`config.mk`:
```
export PLATFORM = sky130hd
export DESIGN_NAME = thl_queue
export DESIGN_NICKNAME = d
export VERILOG_FILES = /design/src/rtl/thl_pkg.sv /design/src/rtl/thl_queue.sv
export SDC_FILE = /design/constraint.sdc
export NUM_CORES = 1
export LEC_CHECK = 0
export BUFFER_PORTS_ARGS = -buffer_cell sky130_fd_sc_hd__buf_2
export CORE_UTILIZATION = 54
export CTS_CLUSTER_SIZE = 24
export DETAILED_ROUTE_END_ITERATION = 10
export PLACE_DENSITY = 0.75
export REMOVE_ABC_BUFFERS = 1
export SYNTH_ARGS = -nofsm -noshare
export SYNTH_HDL_FRONTEND = slang
export SYNTH_SLANG_ARGS = --single-unit
```
`constraint.sdc`:
```
create_clock -name clk -period 6.4 [get_ports clk]
set_input_delay 0.96 -clock clk [delete_from_list [all_inputs] [get_ports clk]]
set_output_delay 0.96 -clock clk [all_outputs]
set_load 0.005 [all_outputs]
```
`src/rtl/thl_pkg.sv`:
```
package thl_pkg;

  localparam int FRAC_BITS    = 16;
  localparam int STORE_AW     = 16;
  localparam int QUEUE_DEPTH  = 8;
  localparam int QUEUE_AW     = $clog2(QUEUE_DEPTH);
  localparam int FRONT_STAGES = 5;
  localparam int INFLIGHT_W   = $clog2(FRONT_STAGES + 1);

  typedef enum logic {
    OP_LOAD  = 1'b0,
    OP_QUERY = 1'b1
  } op_t;

  typedef enum logic [2:0] {
    REG_GRID_WIDTH    = 3'd0,
    REG_GRID_DEPTH    = 3'd1,
    REG_CELL_SPACING  = 3'd2,
    REG_CELL_INVERSE  = 3'd3,
    REG_HEIGHT_GAIN   = 3'd4,
    REG_HEIGHT_BIAS   = 3'd5
  } cfg_reg_t;

  localparam logic [8:0]  RST_GRID_WIDTH   = 9'd256;
  localparam logic [8:0]  RST_GRID_DEPTH   = 9'd256;
  localparam logic [20:0] RST_CELL_SPACING = 21'd13107;
  localparam logic [24:0] RST_CELL_INVERSE = 25'd327680;
  localparam logic [23:0] RST_HEIGHT_GAIN  = 24'd6554;
  localparam logic [31:0] RST_HEIGHT_BIAS  = 32'hFFFB_0000;

  typedef struct packed {
    logic [8:0]  grid_width;
    logic [8:0]  grid_depth;
    logic [20:0] cell_spacing;
    logic [24:0] cell_spacing_inverse;
    logic [23:0] height_gain;
    logic [31:0] height_bias;
  } cfg_t;

  // One word on its way from the classifier to the lookup side.
  typedef struct packed {
    op_t                 operation;
    logic [7:0]          sample_value;
    logic [15:0]         sample_index;
    logic                off_grid;
    logic                lower_triangle;
    logic [FRAC_BITS-1:0] frac_x;
    logic [FRAC_BITS-1:0] frac_z;
    logic [STORE_AW-1:0] corner_index;
  } item_t;

endpackage

```
`src/rtl/thl_queue.sv`:
```
module thl_queue import thl_pkg::*; (
  input  logic                clk,
  input  logic                rst,
  input  logic                push,
  input  item_t               push_item,
  input  logic                pop,
  output logic                head_valid,
  output item_t               head_item,
  output logic [QUEUE_AW:0]   count
);

  item_t               slots [QUEUE_DEPTH];
  logic [QUEUE_AW-1:0] wr_ptr;
  logic [QUEUE_AW-1:0] rd_ptr;

  always_ff @(posedge clk) begin
    if (rst) begin
      wr_ptr <= '0;
      rd_ptr <= '0;
      count  <= '0;
    end else begin
      if (push) begin
        wr_ptr <= wr_ptr + 1'b1;
      end
      if (pop) begin
        rd_ptr <= rd_ptr + 1'b1;
      end
      count <= count + (QUEUE_AW + 1)'(push) - (QUEUE_AW + 1)'(pop);
    end
  end

  always_ff @(posedge clk) begin
    if (push) begin
      slots[wr_ptr] <= push_item;
    end
  end

  assign head_valid = (count != '0);
  assign head_item  = slots[rd_ptr];

endmodule

```
==> qor.yml <==
status:
  status: "finished, final reports clean"
die:
  die_h_um: 208.8
  row_count: 75
  die_w_um: 208.8
  ioPinCount: 159
  coreArea_um2: 42040
  die_area_um2: 43600
  start_util: 0.5493
routing:
  drt-initial-drc-count: 695
  ant_nets: 0
  num_vias: 10190
  drcViolationCount: 0
  firstDrtPassIters: 5
  drt_wl_total_mm: 42.37
  routedWlPerCell_um: 24.69
  vias_per_cell: 5.938
placed_design:
  portBuffers: 158
  globalplace.congestion: 0.7024
  place_hpwl_mm: 21.62
  dpl_cell_area_um2: 24550
power:
  leakage_uw: 0.008404
  irDropWorstVdd_uv: 263.5
  p_per_area_nw_per_um2: 319.7
timing:
  clock.fmax_ghz: 0.2442
  whs_ps: 538.2
  layout_min_cycle_time_ps: 4096
  finalHoldViolCount: 0
  fin_skew_ps: 13.90
  rsz0062_at_grt: "false"
  setup_viol: 0
  finalCritPeriodShare: 0.6400
  slew_headroom: 0.3767
  worstMarginPinSlew_ps: 935.0
  slew_violations: 0
global_route:
  grt_max_degree: 151
  grt_pass1_vias: 10630
  grt_usage: 0.1994
  antenna_found_initial: 5
  grt_pass1_wl_mm: 64.00
  overflow: 0
critical_path:
  crit_arrival_ps: 3140
  critical_path_class: "reg -> out"
  r2r_slack_ps: 3920
  critPathMaxStageDelay_ps: 810
  crit_slowest_cell: "dfxtp_4"
  critPathMaxFanout: 36
  rr_endpoint: "slots[2][33]"
  worst_ep_required_time_ps: 5440
  path_delay_family: "multiplexers"
  rr_startpoint: "wr_ptr[0]"
  r2r_cells: 4
  path_depth: 4
  crit_chain: "buf_4 -> mux4_2 -> mux2_2 -> buf_2"
  critPathLaunchType: "flip-flop"
  cp-end-kind: "primary output"
  crit_buf_inv: 2
finish:
  multi_input_area_um2: 4593
  drive_above_1_share: 0.4201
  layout_common_cells: "600 x edfxtp_1, 158 x buf_2, 150 x mux4_2, 75 x mux2_2, 61 x clkbuf_16"
  syn2layout_area_growth_pct: 14.21
  fin_util: 0.6274
  fillers: 2840
  layout_commonest_cell: "edfxtp_1"
  regArea_um2: 18290
  design_area_um2: 26380
  fin_nets: 1217
hold_path:
  hold_path_depth: 2
  min_from: "rd_ptr[2]"
  hp-class: "reg -> reg"
  hold_end: "rd_ptr[2]"
logic_synthesis:
  ys_types: 22
  yosysTopAreaCell: "edfxtp_1"
  seq_area_frac_synth: 0.7914
  yosys_warnings: 0
  synth_area_um2: 23090
  yosys.area.top_type_share: 0.7801
  synthCells: 935
  ys_seq_elements: 613
  synth_area_leaders: "edfxtp_1 78%, mux4_2 15%, mux2_2 3.7%"
  syn_avg_cell_area_um2: 24.70
clocking:
  root_buffer: "clkbuf_16"
  post_cts_buffers: 0
  postCtsHoldBufs: 0
  clk_latency_ps: 590
  cts_made_buffers: 58
  cts_buffer_depth: 3
  tritoncts: "done"
  path_clk_slew_ps: 60
  htreeDepth: 2
  cts_resized: 0
  cts_sinks: 613
flow_run:
  drv_cap: 0
==> state kept, by name, indices dropped and copies added, names as in the netlist, named ones only <==
name / flops
rd_ptr: 3
count: 4
slots: 600
wr_ptr: 3
==> cell families (layout without fill, tap and decap cells) <==
kind of cell | count (synthesis) | count (layout) | share of synthesized area
compound gates | 4 | 4 | 0.001029
xor+xnor | 4 | 4 | 0.001517
fa+ha+maj | 8 | 8 | 0.004659
buf+inv | 50 | 291 | 0.01208
flops | 613 | 613 | 0.7914
mux | 227 | 227 | 0.1837
other cells | 0 | 1 | 0
simple gates | 29 | 29 | 0.005580
==> power breakdown <==
| part | switching (uW) | internal (uW) |
|---|---|---|
| sequential | 48.0 | 4500 |
| clock | 1380 | 1890 |
| combinational | 296 | 314 |
==> final cells by class <==
type | instances | share of cell area
Antenna cell | 1 | 0.00009487
Clock buffer | 75 | 0.05986
Clock inverter | 31 | 0.009345
Inverter | 7 | 0.0009962
Multi-Input combinational cell | 272 | 0.1741
Sequential cell | 613 | 0.6934
Tap cell | 539 | 0.02557
Timing Repair Buffer | 178 | 0.03662
==> synthesized netlist by cell type <==
| library cell | number |
|---|---|
| nand2b_1 | 5 |
| nor3_1 | 2 |
| a21oi_1 | 3 |
| mux2_2 | 75 |
| edfxtp_1 | 600 |
| dfxtp_1 | 13 |
| buf_6 | 11 |
| mux4_2 | 150 |
| mux2i_1 | 2 |
| ha_1 | 7 |
| inv_1 | 7 |
| nor2b_1 | 1 |
| buf_2 | 7 |
| nor2_1 | 15 |
| xor2_1 | 3 |
| nand3_1 | 2 |
| clkbuf_1 | 15 |
| buf_1 | 10 |
| xnor2_1 | 1 |
| nand2_1 | 4 |
| a31o_2 | 1 |
| fa_1 | 1 |
==> per-layer routing <==
metal | GRT usage | wire [um] | vias up
met4 | 0.06111 | 863 | 8
met1 | 0.2813 | 18070 | 5420
met2 | 0.3189 | 20800 | 320
li1 | - | - | 4369
met5 | 0 | 60 | -
met3 | 0.04013 | 2573 | 72
==> stage by stage <==
stage / TNS (ps) / setup slack (ps) / total power, uW / instances
floorplan: -177810 / -1674 / 5047 / 892
global placement: 0 / 2847 / 5235 / 1609
detailed placement: 0 / 2826 / 5255 / 1609
CTS: 0 / 2152 / 8511 / 1715
global route: 0 / 2037 / 8704 / 1715
finish: 0 / 2304 / 8432 / 1716
==> worst max-delay path by stage <==
stage	end	slack [ps]	startpoint
6_report	head_item[4]	2300	flip-flop
5_1_grt	head_item[67]	2040	flip-flop
2_1_floorplan	head_item[0]	-1670	flip-flop
4_1_cts	head_item[69]	2150	flip-flop
3_5_place_dp	head_item[69]	2830	flip-flop
3_3_place_gp	head_item[6]	2850	flip-flop
==> worst register-to-register path, cell delays in order, from the launching register on <==
cell and delay (ps):
dfxtp_1 340, nand2b_1 340, nor2_4 160, buf_4 510, buf_4 700
No activity file was read; power rests on OpenSTA's default activity.
